**src/rtl/typed_rpn_stack_calculator_assert.svh**
```systemverilog
// Assertion macros for the typed RPN stack calculator.
`ifndef TYPED_RPN_STACK_CALCULATOR_ASSERT_SVH
`define TYPED_RPN_STACK_CALCULATOR_ASSERT_SVH

// Clocked assertion, disabled while reset is applied.
`define TRSC_ASSERT(lbl, prop, msg) \
  lbl: assert property (@(posedge clk_i) disable iff (!rst_ni) (prop)) else $error(msg);

// Implication whose consequent is checked in the next cycle.
`define TRSC_ASSERT_NEXT(lbl, ante, cons, msg) \
  lbl: assert property (@(posedge clk_i) disable iff (!rst_ni) (ante) |=> (cons)) \
    else $error(msg);

`endif

```
**src/rtl/trsc_pkg.sv**
```systemverilog
// Shared types and constants of the typed RPN stack calculator.
package trsc_pkg;

  localparam int STACK_DEPTH = 64;
  localparam int CNT_W       = $clog2(STACK_DEPTH + 1);
  localparam int ADDR_W      = $clog2(STACK_DEPTH);
  localparam int ENTRY_W     = 33;

  typedef enum logic [4:0] {
    CMD_PUSH_INT = 5'd0,
    CMD_TRUE     = 5'd1,
    CMD_FALSE    = 5'd2,
    CMD_ADD      = 5'd3,
    CMD_SUB      = 5'd4,
    CMD_MUL      = 5'd5,
    CMD_DIV      = 5'd6,
    CMD_MOD      = 5'd7,
    CMD_EQ       = 5'd8,
    CMD_LT       = 5'd9,
    CMD_GT       = 5'd10,
    CMD_LE       = 5'd11,
    CMD_GE       = 5'd12,
    CMD_NOT      = 5'd13,
    CMD_SWAP     = 5'd14,
    CMD_PRINT    = 5'd15,
    CMD_CLEAR    = 5'd16,
    CMD_DROP     = 5'd17,
    CMD_DUP      = 5'd18
  } cmd_e;

  typedef enum logic [2:0] {
    ST_OK       = 3'd0,
    ST_EMPTY    = 3'd1,
    ST_NOT_INT  = 3'd2,
    ST_DIV_ZERO = 3'd3,
    ST_NOT_BOOL = 3'd4,
    ST_FULL     = 3'd5
  } status_e;

  typedef enum logic {RD_TOP, RD_SECOND} rd_sel_e;
  typedef enum logic [1:0] {WA_TOP, WA_M1, WA_M2} wa_sel_e;
  typedef enum logic [2:0] {WD_PUSH, WD_TRUE, WD_FALSE, WD_ALU, WD_R, WD_L} wd_sel_e;
  typedef enum logic [2:0] {CNT_HOLD, CNT_CLR, CNT_INC, CNT_DEC1, CNT_DEC2} cnt_op_e;

  typedef struct packed {
    logic    load_in;
    rd_sel_e rd_sel;
    logic    latch_r;
    logic    latch_l;
    cmd_e    op;
    logic    div_start;
    logic    wr_en;
    wa_sel_e wa;
    wd_sel_e wd;
    cnt_op_e cnt;
    logic    out_load;
    logic    print;
  } dp_cmd_t;

  typedef struct packed {
    logic cnt_zero;
    logic cnt_one;
    logic full;
    logic r_bool;
    logic l_bool;
    logic r_zero;
    logic div_done;
  } dp_stat_t;

endpackage

```
**src/rtl/trsc_ram.sv**
```systemverilog
// Generic single-write, single-read RAM with registered read data.
module trsc_ram #(
  parameter int WIDTH = 8,
  parameter int DEPTH = 16
) (
  input  logic                     clk_i,
  input  logic                     we_i,
  input  logic [$clog2(DEPTH)-1:0] waddr_i,
  input  logic [WIDTH-1:0]         wdata_i,
  input  logic [$clog2(DEPTH)-1:0] raddr_i,
  output logic [WIDTH-1:0]         rdata_o
);

  logic [WIDTH-1:0] mem [DEPTH];

  always_ff @(posedge clk_i) begin
    if (we_i) begin
      mem[waddr_i] <= wdata_i;
    end
    rdata_o <= mem[raddr_i];
  end

endmodule

```
**src/rtl/trsc_div.sv**
```systemverilog
// Iterative unsigned restoring divider, one quotient bit per cycle.
module trsc_div (
  input  logic        clk_i,
  input  logic        rst_ni,
  input  logic        start_i,
  input  logic [31:0] dividend_i,
  input  logic [31:0] divisor_i,
  output logic [31:0] quotient_o,
  output logic [31:0] remainder_o,
  output logic        done_o
);

  logic [31:0] rem_q, rem_d, quo_q, quo_d, dvs_q;
  logic [4:0]  cnt_q;
  logic        run_q, done_q;
  logic [32:0] shifted, trial;

  assign shifted = {rem_q, quo_q[31]};
  assign trial   = shifted - {1'b0, dvs_q};

  always_comb begin
    if (!trial[32]) begin
      rem_d = trial[31:0];
      quo_d = {quo_q[30:0], 1'b1};
    end else begin
      rem_d = shifted[31:0];
      quo_d = {quo_q[30:0], 1'b0};
    end
  end

  always_ff @(posedge clk_i or negedge rst_ni) begin
    if (!rst_ni) begin
      run_q  <= 1'b0;
      done_q <= 1'b0;
      cnt_q  <= '0;
    end else begin
      done_q <= 1'b0;
      if (start_i) begin
        run_q <= 1'b1;
        cnt_q <= '1;
      end else if (run_q) begin
        cnt_q <= cnt_q - 5'd1;
        if (cnt_q == 5'd0) begin
          run_q  <= 1'b0;
          done_q <= 1'b1;
        end
      end
    end
  end

  always_ff @(posedge clk_i) begin
    if (start_i) begin
      rem_q <= '0;
      quo_q <= dividend_i;
      dvs_q <= divisor_i;
    end else if (run_q) begin
      rem_q <= rem_d;
      quo_q <= quo_d;
    end
  end

  assign quotient_o  = quo_q;
  assign remainder_o = rem_q;
  assign done_o      = done_q;

endmodule

```
**src/rtl/trsc_datapath.sv**
```systemverilog
// Datapath: entry RAM, depth counter, operand registers, ALU and divider.
module trsc_datapath import trsc_pkg::*; (
  input  logic        clk_i,
  input  logic        rst_ni,
  input  dp_cmd_t     cmd_i,
  input  logic [31:0] push_value_i,
  output dp_stat_t    stat_o,
  output logic        print_valid_o,
  output logic        print_is_bool_o,
  output logic [31:0] print_value_o,
  output logic [6:0]  stack_depth_o
);

  logic [CNT_W-1:0]   count_q, count_d;
  logic [31:0]        val_q;
  logic [ENTRY_W-1:0] r_q, l_q, rdata, wdata, alu;
  logic [ADDR_W-1:0]  addr_top, addr_m1, addr_m2, raddr, waddr;
  logic               pv_q, pb_q;
  logic [31:0]        pval_q;
  logic signed [31:0] ls, rs;
  logic [31:0]        prod, lmag, rmag, quo, rem, quo_s, rem_s;
  logic               div_done;

  assign addr_top = ADDR_W'(count_q);
  assign addr_m1  = ADDR_W'(count_q - 1);
  assign addr_m2  = ADDR_W'(count_q - 2);
  assign raddr    = (cmd_i.rd_sel == RD_TOP) ? addr_m1 : addr_m2;

  always_comb begin
    case (cmd_i.wa)
      WA_TOP:  waddr = addr_top;
      WA_M1:   waddr = addr_m1;
      default: waddr = addr_m2;
    endcase
  end

  assign ls    = signed'(l_q[31:0]);
  assign rs    = signed'(r_q[31:0]);
  assign prod  = l_q[31:0] * r_q[31:0];
  assign lmag  = l_q[31] ? -l_q[31:0] : l_q[31:0];
  assign rmag  = r_q[31] ? -r_q[31:0] : r_q[31:0];
  assign quo_s = (l_q[31] ^ r_q[31]) ? -quo : quo;
  assign rem_s = l_q[31] ? -rem : rem;

  always_comb begin
    case (cmd_i.op)
      CMD_ADD: alu = {1'b0, l_q[31:0] + r_q[31:0]};
      CMD_SUB: alu = {1'b0, l_q[31:0] - r_q[31:0]};
      CMD_MUL: alu = {1'b0, prod};
      CMD_DIV: alu = {1'b0, quo_s};
      CMD_MOD: alu = {1'b0, rem_s};
      CMD_EQ:  alu = {1'b1, 31'd0, r_q == l_q};
      CMD_LT:  alu = {1'b1, 31'd0, ls < rs};
      CMD_GT:  alu = {1'b1, 31'd0, ls > rs};
      CMD_LE:  alu = {1'b1, 31'd0, ls <= rs};
      CMD_GE:  alu = {1'b1, 31'd0, ls >= rs};
      CMD_NOT: alu = {1'b1, 31'd0, ~r_q[0]};
      default: alu = '0;
    endcase
  end

  always_comb begin
    case (cmd_i.wd)
      WD_PUSH:  wdata = {1'b0, val_q};
      WD_TRUE:  wdata = {1'b1, 32'd1};
      WD_FALSE: wdata = {1'b1, 32'd0};
      WD_ALU:   wdata = alu;
      WD_R:     wdata = r_q;
      default:  wdata = l_q;
    endcase
  end

  always_comb begin
    case (cmd_i.cnt)
      CNT_CLR:  count_d = '0;
      CNT_INC:  count_d = count_q + CNT_W'(1);
      CNT_DEC1: count_d = count_q - CNT_W'(1);
      CNT_DEC2: count_d = count_q - CNT_W'(2);
      default:  count_d = count_q;
    endcase
  end

  trsc_ram #(
    .WIDTH(ENTRY_W),
    .DEPTH(STACK_DEPTH)
  ) u_ram (
    .clk_i   (clk_i),
    .we_i    (cmd_i.wr_en),
    .waddr_i (waddr),
    .wdata_i (wdata),
    .raddr_i (raddr),
    .rdata_o (rdata)
  );

  trsc_div u_div (
    .clk_i       (clk_i),
    .rst_ni      (rst_ni),
    .start_i     (cmd_i.div_start),
    .dividend_i  (lmag),
    .divisor_i   (rmag),
    .quotient_o  (quo),
    .remainder_o (rem),
    .done_o      (div_done)
  );

  always_ff @(posedge clk_i or negedge rst_ni) begin
    if (!rst_ni) begin
      count_q <= '0;
      pv_q    <= 1'b0;
    end else begin
      count_q <= count_d;
      if (cmd_i.out_load) begin
        pv_q <= cmd_i.print;
      end
    end
  end

  always_ff @(posedge clk_i) begin
    if (cmd_i.load_in) val_q <= push_value_i;
    if (cmd_i.latch_r) r_q <= rdata;
    if (cmd_i.latch_l) l_q <= rdata;
    if (cmd_i.out_load) begin
      pb_q   <= cmd_i.print & r_q[32];
      pval_q <= cmd_i.print ? r_q[31:0] : 32'd0;
    end
  end

  assign stat_o.cnt_zero = (count_q == '0);
  assign stat_o.cnt_one  = (count_q == CNT_W'(1));
  assign stat_o.full     = (count_q == CNT_W'(STACK_DEPTH));
  assign stat_o.r_bool   = r_q[32];
  assign stat_o.l_bool   = l_q[32];
  assign stat_o.r_zero   = (r_q[31:0] == 32'd0);
  assign stat_o.div_done = div_done;

  assign print_valid_o   = pv_q;
  assign print_is_bool_o = pb_q;
  assign print_value_o   = pval_q;
  assign stack_depth_o   = 7'(count_q);

endmodule

```
**src/rtl/trsc_ctrl.sv**
```systemverilog
// Controller: sequences reads, checks, writes and result strobe per request.
module trsc_ctrl import trsc_pkg::*; (
  input  logic       clk_i,
  input  logic       rst_ni,
  input  logic       start_i,
  input  logic [4:0] command_i,
  input  dp_stat_t   stat_i,
  output dp_cmd_t    cmd_o,
  output logic       busy_o,
  output logic       done_o,
  output logic [2:0] status_o
);

  typedef enum logic [2:0] {S_IDLE, S_RD2, S_RDL, S_EXEC, S_DIVW, S_WR2} state_e;

  state_e  state_q, state_d;
  cmd_e    cmd_q;
  status_e st, status_q;
  logic    fin, done_q;
  logic    bad_int;

  assign bad_int = stat_i.r_bool | stat_i.l_bool;

  always_comb begin
    state_d = state_q;
    cmd_o   = '0;
    cmd_o.op = cmd_q;
    st      = ST_OK;
    fin     = 1'b0;
    unique case (state_q)
      S_IDLE: begin
        if (start_i) begin
          cmd_o.load_in = 1'b1;
          cmd_o.rd_sel  = RD_TOP;
          state_d       = S_RD2;
        end
      end
      S_RD2: begin
        cmd_o.latch_r = 1'b1;
        cmd_o.rd_sel  = RD_SECOND;
        state_d       = S_RDL;
      end
      S_RDL: begin
        cmd_o.latch_l = 1'b1;
        state_d       = S_EXEC;
      end
      S_EXEC: begin
        fin     = 1'b1;
        state_d = S_IDLE;
        unique case (cmd_q) inside
          CMD_PUSH_INT, CMD_TRUE, CMD_FALSE: begin
            if (stat_i.full) begin
              st = ST_FULL;
            end else begin
              cmd_o.wr_en = 1'b1;
              cmd_o.wa    = WA_TOP;
              cmd_o.wd    = (cmd_q == CMD_PUSH_INT) ? WD_PUSH :
                            (cmd_q == CMD_TRUE) ? WD_TRUE : WD_FALSE;
              cmd_o.cnt   = CNT_INC;
            end
          end
          CMD_ADD, CMD_SUB, CMD_MUL, CMD_DIV, CMD_MOD, CMD_EQ, CMD_LT, CMD_GT,
          CMD_LE, CMD_GE, CMD_SWAP: begin
            if (stat_i.cnt_zero) begin
              st = ST_EMPTY;
            end else if (stat_i.cnt_one) begin
              st        = ST_EMPTY;
              cmd_o.cnt = CNT_DEC1;
            end else if (cmd_q != CMD_EQ && cmd_q != CMD_SWAP && bad_int) begin
              st        = ST_NOT_INT;
              cmd_o.cnt = CNT_DEC2;
            end else if ((cmd_q == CMD_DIV || cmd_q == CMD_MOD) && stat_i.r_zero) begin
              st        = ST_DIV_ZERO;
              cmd_o.cnt = CNT_DEC2;
            end else if (cmd_q == CMD_DIV || cmd_q == CMD_MOD) begin
              fin             = 1'b0;
              cmd_o.div_start = 1'b1;
              state_d         = S_DIVW;
            end else if (cmd_q == CMD_SWAP) begin
              fin         = 1'b0;
              cmd_o.wr_en = 1'b1;
              cmd_o.wa    = WA_M2;
              cmd_o.wd    = WD_R;
              state_d     = S_WR2;
            end else begin
              cmd_o.wr_en = 1'b1;
              cmd_o.wa    = WA_M2;
              cmd_o.wd    = WD_ALU;
              cmd_o.cnt   = CNT_DEC1;
            end
          end
          CMD_NOT: begin
            if (stat_i.cnt_zero) begin
              st = ST_EMPTY;
            end else if (!stat_i.r_bool) begin
              st        = ST_NOT_BOOL;
              cmd_o.cnt = CNT_DEC1;
            end else begin
              cmd_o.wr_en = 1'b1;
              cmd_o.wa    = WA_M1;
              cmd_o.wd    = WD_ALU;
            end
          end
          CMD_PRINT: begin
            if (stat_i.cnt_zero) st = ST_EMPTY;
            else cmd_o.print = 1'b1;
          end
          CMD_CLEAR: cmd_o.cnt = CNT_CLR;
          CMD_DROP: begin
            if (stat_i.cnt_zero) st = ST_EMPTY;
            else cmd_o.cnt = CNT_DEC1;
          end
          CMD_DUP: begin
            if (stat_i.cnt_zero) begin
              st = ST_EMPTY;
            end else if (stat_i.full) begin
              st = ST_FULL;
            end else begin
              cmd_o.wr_en = 1'b1;
              cmd_o.wa    = WA_TOP;
              cmd_o.wd    = WD_R;
              cmd_o.cnt   = CNT_INC;
            end
          end
          default: ;
        endcase
      end
      S_DIVW: begin
        if (stat_i.div_done) begin
          fin         = 1'b1;
          cmd_o.wr_en = 1'b1;
          cmd_o.wa    = WA_M2;
          cmd_o.wd    = WD_ALU;
          cmd_o.cnt   = CNT_DEC1;
          state_d     = S_IDLE;
        end
      end
      S_WR2: begin
        fin         = 1'b1;
        cmd_o.wr_en = 1'b1;
        cmd_o.wa    = WA_M1;
        cmd_o.wd    = WD_L;
        state_d     = S_IDLE;
      end
      default: state_d = S_IDLE;
    endcase
    cmd_o.out_load = fin;
  end

  always_ff @(posedge clk_i or negedge rst_ni) begin
    if (!rst_ni) begin
      state_q  <= S_IDLE;
      cmd_q    <= CMD_PUSH_INT;
      done_q   <= 1'b0;
      status_q <= ST_OK;
    end else begin
      state_q <= state_d;
      done_q  <= fin;
      if (fin) status_q <= st;
      if (state_q == S_IDLE && start_i) cmd_q <= cmd_e'(command_i);
    end
  end

  assign busy_o   = (state_q != S_IDLE);
  assign done_o   = done_q;
  assign status_o = status_q;

endmodule

```
**src/rtl/typed_rpn_stack_calculator.sv**
```systemverilog
// Top level of the typed RPN stack calculator.
//
//  channel  | handshake          | payload
//  ---------+--------------------+-------------------------------------------
//  request  | start / busy       | command_i, push_value_i
//  result   | done_o (1 cycle)   | status_o, print_*_o, stack_depth_o
//
// A request passes the read states and the execute state before the strobe;
// swap adds a second write state, div and mod wait for the bit-serial divider.
// Two registered reads of the entry RAM precede every command.
// Reset clears the depth counter; the entry RAM is not cleared.
// busy is high from acceptance until the strobe cycle; results cannot stall.
module typed_rpn_stack_calculator import trsc_pkg::*; (
  input  logic        clk_i,
  input  logic        rst_ni,
  input  logic        start,
  input  logic [4:0]  command_i,
  input  logic [31:0] push_value_i,
  output logic        busy,
  output logic        done_o,
  output logic [2:0]  status_o,
  output logic        print_valid_o,
  output logic        print_is_bool_o,
  output logic [31:0] print_value_o,
  output logic [6:0]  stack_depth_o
);

  `include "typed_rpn_stack_calculator_assert.svh"

  dp_cmd_t  dp_cmd;
  dp_stat_t dp_stat;

  trsc_ctrl u_ctrl (
    .clk_i     (clk_i),
    .rst_ni    (rst_ni),
    .start_i   (start),
    .command_i (command_i),
    .stat_i    (dp_stat),
    .cmd_o     (dp_cmd),
    .busy_o    (busy),
    .done_o    (done_o),
    .status_o  (status_o)
  );

  trsc_datapath u_dp (
    .clk_i           (clk_i),
    .rst_ni          (rst_ni),
    .cmd_i           (dp_cmd),
    .push_value_i    (push_value_i),
    .stat_o          (dp_stat),
    .print_valid_o   (print_valid_o),
    .print_is_bool_o (print_is_bool_o),
    .print_value_o   (print_value_o),
    .stack_depth_o   (stack_depth_o)
  );

  `TRSC_ASSERT(a_done_idle, !done_o || !busy, "result strobe while busy")
  `TRSC_ASSERT_NEXT(a_start_busy, start && !busy, busy, "request not taken")
  `TRSC_ASSERT_NEXT(a_done_pulse, done_o, !done_o, "result strobe longer than a cycle")
  `TRSC_ASSERT(a_print_ok, !(done_o && print_valid_o) || status_o == ST_OK,
               "print value with error status")

endmodule

```
**config.mk**
```make
export PLATFORM = sky130hd
export DESIGN_NAME = typed_rpn_stack_calculator
export DESIGN_NICKNAME = d
export VERILOG_FILES = /design/src/rtl/trsc_pkg.sv /design/src/rtl/trsc_ram.sv /design/src/rtl/trsc_div.sv /design/src/rtl/trsc_datapath.sv /design/src/rtl/trsc_ctrl.sv /design/src/rtl/typed_rpn_stack_calculator.sv
export VERILOG_INCLUDE_DIRS = /design/src /design/src/rtl
export SDC_FILE = /design/constraint.sdc
export NUM_CORES = 2
export LEC_CHECK = 0
export BUFFER_PORTS_ARGS = -buffer_cell sky130_fd_sc_hd__buf_2
export CAP_MARGIN = 25
export CORE_ASPECT_RATIO = 0.8
export CORE_UTILIZATION = 58
export CTS_BUF_LIST = sky130_fd_sc_hd__clkbuf_4 sky130_fd_sc_hd__clkbuf_8
export DETAILED_ROUTE_END_ITERATION = 10
export HOLD_SLACK_MARGIN = 0.03
export PLACE_DENSITY = 0.82
export SYNTH_ARGS = -nofsm -noshare
export SYNTH_HDL_FRONTEND = slang
export SYNTH_SLANG_ARGS = --single-unit
export TNS_END_PERCENT = 30
```
**constraint.sdc**
```tcl
create_clock -name clk_i -period 30.9 [get_ports clk_i]
set_input_delay 6.18 -clock clk_i [delete_from_list [all_inputs] [get_ports clk_i]]
set_output_delay 6.18 -clock clk_i [all_outputs]
set_load 0.1 [all_outputs]
```
Word-level counts from Yosys, hierarchy flattened
Memories as Yosys holds them, arrays and structs flattened. A register that Yosys moved wholly into a read port is not among the register bits.
Index checks and enable logic that the tools add are counted.
Storage, ports and cells
  flip-flop bits (word level): 254
  bits in latches: 0
  memory bits (writable): 2112
  ROM bits: 0
  input port bits: 40
  output and inout port bits: 46
  memories kept: 1
Operators by class
  $add $sub $neg: 13
  multipliers: 1
  divide/modulo/power cells: 0
  $lt $le $gt $ge: 4
  equal/unequal tests: 39
  shift operators: 0
  mux-type cells: 88
  bitwise gates (word level): 4
  reductions and logical operators: 19
Memories
  u_dp.u_ram.mem: words 64, width 33, read ports 1, clocked after memory_dff 1, write ports 1, RTL line trsc_ram.sv:14  | logic [WIDTH-1:0] mem [DEPTH];
Operators by type and width (count)
  33-bit one-hot mux with 11 select lines: 1
  32-bit 2-to-1 mux: 6
  33-bit one-hot mux with 5 select lines: 1
  32-bit negator: 4
  3-bit 2-to-1 mux: 21
  9-bit 2-to-1 mux: 6
  5-bit by 4-bit equality test with 1-bit output, second input constant: 8
  33-bit equality test: 1
  33-bit by 32-bit subtractor with 33-bit output: 1
  32-bit adder: 1
  32-bit >= comparator: 1
  32-bit greater-than comparator: 1
  32-bit <= comparator: 1
  32-bit logical NOT: 1
  32-bit less-than comparator: 1
  32-bit by 32-bit multiplier with 32-bit output: 1
  32-bit subtractor: 1
  31-bit 2-to-1 mux: 1
  3-bit one-hot mux with 5 select lines: 2
  7-bit one-hot mux with 4 select lines: 1
  1-bit 2-to-1 mux: 27
  6-bit one-hot mux with 4 select lines: 1
  7-bit 2-to-1 mux: 3
  5-bit by 3-bit equality test with 1-bit output, second input constant: 4
  other kinds (45): 72

Depth between registers and ports, before layout
  depth after elaboration: 11
  depth in mapped cells: 28
  depth with buffers taken out: 27

Modules after synthesis
A second synthesis with hierarchy kept.
Second synthesis, totals
  cell total of the unflattened synthesis: 7627
  area total of the unflattened synthesis: 116641.9 um^2
Modules (own cells, without submodules)
  trsc_ram: instances 1, cells each 3610, area each 81094.0 um^2, sequential area each 64081.5 um^2
  trsc_datapath: instances 1, cells each 3278, area each 28406.0 um^2, sequential area each 4134.0 um^2
  trsc_div: instances 1, cells each 603, area each 6060.8 um^2, sequential area each 2737.6 um^2
  trsc_ctrl: instances 1, cells each 136, area each 1081.0 um^2, sequential area each 300.3 um^2

Least setup slack after synthesis
No wires, ideal clock.
  kind: reg-to-reg
  start point: register u_dp.r_q[2]
  end point: memory u_dp.u_ram.mem[0][29] (netlist name) (data pin)
  arrival time: 9.341 ns
  setup slack: 20.837 ns
  stages on the path, launching flop included: 26
  clock period less this slack: 10.063 ns
  path through: edfxtp_1 > clkbuf_1 > clkbuf_1 > nand2_1 > fa_1 > inv_1 > fa_1 > inv_1 > fa_1 > fa_1 > inv_1 > fa_1 > fa_1 > fa_1 > fa_1 > ha_1 > nand4_1 > nor3_1 > nand3_1 > nand3b_1 > and3_1 > nor2_1 > xor2_1 > a21oi_1 > o211a_1 > a211oi_1
On the way
  longest elaborated chain between the ends: 10
RTL lines
  start, declared: RTL line trsc_datapath.sv:16  | logic [ENTRY_W-1:0] r_q, l_q, rdata, wdata, alu;
  start signal, assigned: RTL line trsc_datapath.sv:120  | if (cmd_i.latch_r) r_q <= rdata;
  branches (longest 9 deep; another with 32-bit by 32-bit multiplier with 32-bit output)
  33-bit one-hot mux with 5 select lines (*): RTL line trsc_datapath.sv:63  | case (cmd_i.wd)
  net u_dp.u_ram.wdata_i[29]: RTL line trsc_ram.sv:9  | input logic [WIDTH-1:0] wdata_i,
  end, declared: RTL line trsc_ram.sv:14
Mark *: on every way through the listed nets, which the timed path passes.

Final worst setup path
  start point: register u_dp.r_q[10]
  end point: memory u_dp.u_ram.mem[11][29] (netlist name) (data pin)
The elaborated chain is that of the path after synthesis.

==> results by group <==
CTS
  – CTS tree: done
  – Clk_lat worst skew: between 1000 and 1500 ps
  – Post-CTS Setup Inserts: 0
  – Clk root buf: clkbuf_8
  – Worst-path clk slew: 70 ps
  – CTS Buffer Depth: 4
  – CTS Sinks: 2,399
  – Cts bufs inserted: approximately 370
  – H-tree Lvls: 5
  – Hold_buf cts: 0
  – Post-CTS sizing: 0

Final layout
  – Final nets: 8,480
  – Fillers: around 13,000
  – Final core utilization: 0.642
  – Final Instance Area: 129,000 um^2
  – Most frequent cells in the layout: 2,307 x edfxtp_1, 561 x mux4_2, 524 x inv_1, 456 x nand2_1, 411 x fa_1
  – Area Growth Syn to Fin: 10.0%
  – Most common cell after layout, fill and taps aside: edfxtp_1
  – Share of post-route cells with drive strength above 1: 0.196

Setup path
  – Crit path required time: 31,610 ps
  – WS Path Type: reg2reg
  – Type of origin of the critical path: flip-flop
  – Worst setup EP type: flip-flop
  – Critical path fanouts, max: 64
  – Crit path DAT: between 9000 and 10,000 ps

Logic synthesis
  – Synth Instances: roughly 7,600
  – Number of synthesized register bits: about 2,400
  – Syn_area_per_cell: about 15 um^2
  – Netlist Area Pre-Place: about 120,000 um^2
  – Seq/Total Area, Yosys: 0.609
  – YS warnings: 0
  – Post-synth EDFFs: about 2,300
  – Library cells used by synthesis: 87
  – Post-synth ARST share: 0.0113
  – Primary FF master, synth: edfxtp_1
  – Post-synth net total: about 8,200

Detailed routing
  – Routed len/inst: approximately 31 um
  – Iter 0 DRT Violations: 11,038
  – Post-DRT Antenna Nets: 0
  – Via count: 72,095
  – DRC: 0
  – Final wirelength: 336 mm
  – First drt pass iteration count: 9
  – Vias per cell: between 6 and 7

Floorplanning
  – Die Y: 404 um
  – Initial Utilization: 0.583
  – Die W: a little over 500 um
  – Die area: 203,000 um^2
  – Core area: between 200,000 and 250,000 um^2
  – Cell Rows: ~150
  – IO Count: 86

STA
  – Finish-stage setup viols: 0
  – RSZ-0062 raised after global routing: no
  – Setup TNS: 0 ps
  – Relative slew margins: 0.225
  – Worst-Margin Slew: about 1200 ps
  – Fin. Hold Viols: 0
  – Skew final: 131 ps
  – Worst setup slack after layout: 21,880 ps
  – Fmax: about 110 MHz
  – Tmin final: 9020 ps
  – Final period util: 0.292
  – Final Slew Violations: 0

Global routing
  – Global-route wire length before repair: roughly 480 mm
  – GRT Total Usage: 0.328
  – Maximum number of pins on one net before global-route repair: between 100 and 150
  – Number of global-route vias before repair: just over 70,000
  – Initial antenna violation count: 24
  – Grt ovf: 0

Flow run
  – Max-Cap Viols: 0

Place
  – RD Place Congestion: 1.00
  – IO buf count: between 80 and 90
  – Post-placement cell area: 122,000 um^2
  – Post-detail-place hpwl: 207 mm
  – Pre-CTS WS: between 20,000 and 25,000 ps

Worst hold path
  – Worst hold-check path type: reg2reg

Status
  – Status: finished, final reports clean
## critical path, cell delays in order (launching register included)
cell and delay (ps):
edfxtp_1 340, buf_4 450, ha_1 260, inv_1 170
fa_1 410, inv_1 80, fa_1 430, fa_1 520
inv_1 60, fa_1 490, inv_1 60, fa_1 480
fa_1 570, fa_1 440, fa_1 400, ha_1 460
nand4_1 210, nor3_1 350, nand3_1 100, nand3b_1 200
and3_1 260, nor2_1 210, xor2_1 430, a21oi_1 160
o211a_1 220, a211oi_4 250, buf_4 560
## cell families after synthesis
kind of cell    Yosys count  synth area share
compound gates         1108            0.0605
flops                  2399             0.609
fa+ha+maj               643            0.0952
xor+xnor                247            0.0187
simple gates           1456            0.0617
buf+inv                 967            0.0318
mux                     735             0.123
## stage by stage
| stage | cells | hold WS [ps] |
|---|---|---|
| 3_3_place_gp | 10097 | 408 |
| 3_5_place_dp | 10099 | 418 |
| 4_1_cts | 10741 | 395 |
| 5_1_grt | 10755 | 419 |
| 2_1_floorplan | 7555 | 404 |
| 6_report | 10762 | 402 |
## routing by layer
metal	vias up	wire length, um	GRT usage
met5	-	110	0
met4	12	14500	0.136
met3	886	51500	0.115
met2	5825	147000	0.475
met1	36366	122000	0.454
li1	29006	-	-
## state kept, by name, summed over array words and instances (netlist names)
register	flops
u_dp.l_q	33
u_dp.val_q	32
u_dp.u_div.quotient_o	32
u_ctrl.done_o	1
u_dp.u_div.run_q	1
u_dp.print_is_bool_o	1
u_dp.u_ram.mem	2112
u_dp.u_div.done_o	1
u_dp.print_valid_o	1
u_ctrl.cmd_q	5
u_dp.r_q	33
u_dp.u_div.remainder_o	32
u_dp.print_value_o	32
u_ctrl.status_o	3
u_dp.u_ram.rdata_o	33
u_ctrl.state_q	3
u_dp.stack_depth_o	7
u_dp.u_div.cnt_q	5
u_dp.u_div.dvs_q	32
## cells in the mapped netlist, types with 44 or more instances
master,instances,area (um^2)
edfxtp_1,2307,69300
mux4_2,561,12600
inv_1,524,1970
nand2_1,456,1710
fa_1,411,8230
a21oi_1,355,1780
clkbuf_1,327,1230
nor2_1,299,1120
and2_1,261,1630
ha_1,232,2900
o21ai_0,189,946
a211oi_1,168,1260
mux2i_1,168,1680
nor2b_1,157,982
xnor2_1,152,1330
xor2_1,94,823
buf_2,65,325
dfxtp_1,65,1300
nor3_1,57,285
nand3_1,50,250
o31ai_1,47,353
buf_1,44,165
## final cells by class
cell class                 count  area (um^2)  share of cell area
sequential                  2399        71300               0.554
clock buffer                 487         6010              0.0467
tap                         2682         3360              0.0261
antenna                        9         22.5            0.000175
inverter                     528         1980              0.0154
multi-input combinational   4189        42900               0.333
clock inverter               155          896             0.00696
timing repair buffer         313         2300              0.0179
## worst paths after layout
check	start	end	slack [ps]	depth (start not counted)
hold / removal	u_dp.u_ram.rdata_o[0]$_DFF_P_	u_dp.l_q[0]$_DFFE_PP_	400	0
hold reg to reg	u_dp.u_ram.rdata_o[0]$_DFF_P_	u_dp.l_q[0]$_DFFE_PP_	400	0
setup reg to reg	u_dp.r_q[10]$_DFFE_PP_	u_dp.u_ram.mem[11][29]$_DFFE_PP_	21880	26
min in group asynchronous	rst_ni	u_dp.u_div.cnt_q[0]$_DFFE_PN0P_	5130	1
setup / recovery	u_dp.r_q[10]$_DFFE_PP_	u_dp.u_ram.mem[11][29]$_DFFE_PP_	21880	26
max in group asynchronous	rst_ni	u_ctrl.cmd_q[2]$_DFFE_PN0P_	25320	1
Power is not shown: default switching activity piles up to over one toggle a cycle in this logic, so the estimate is an artifact.
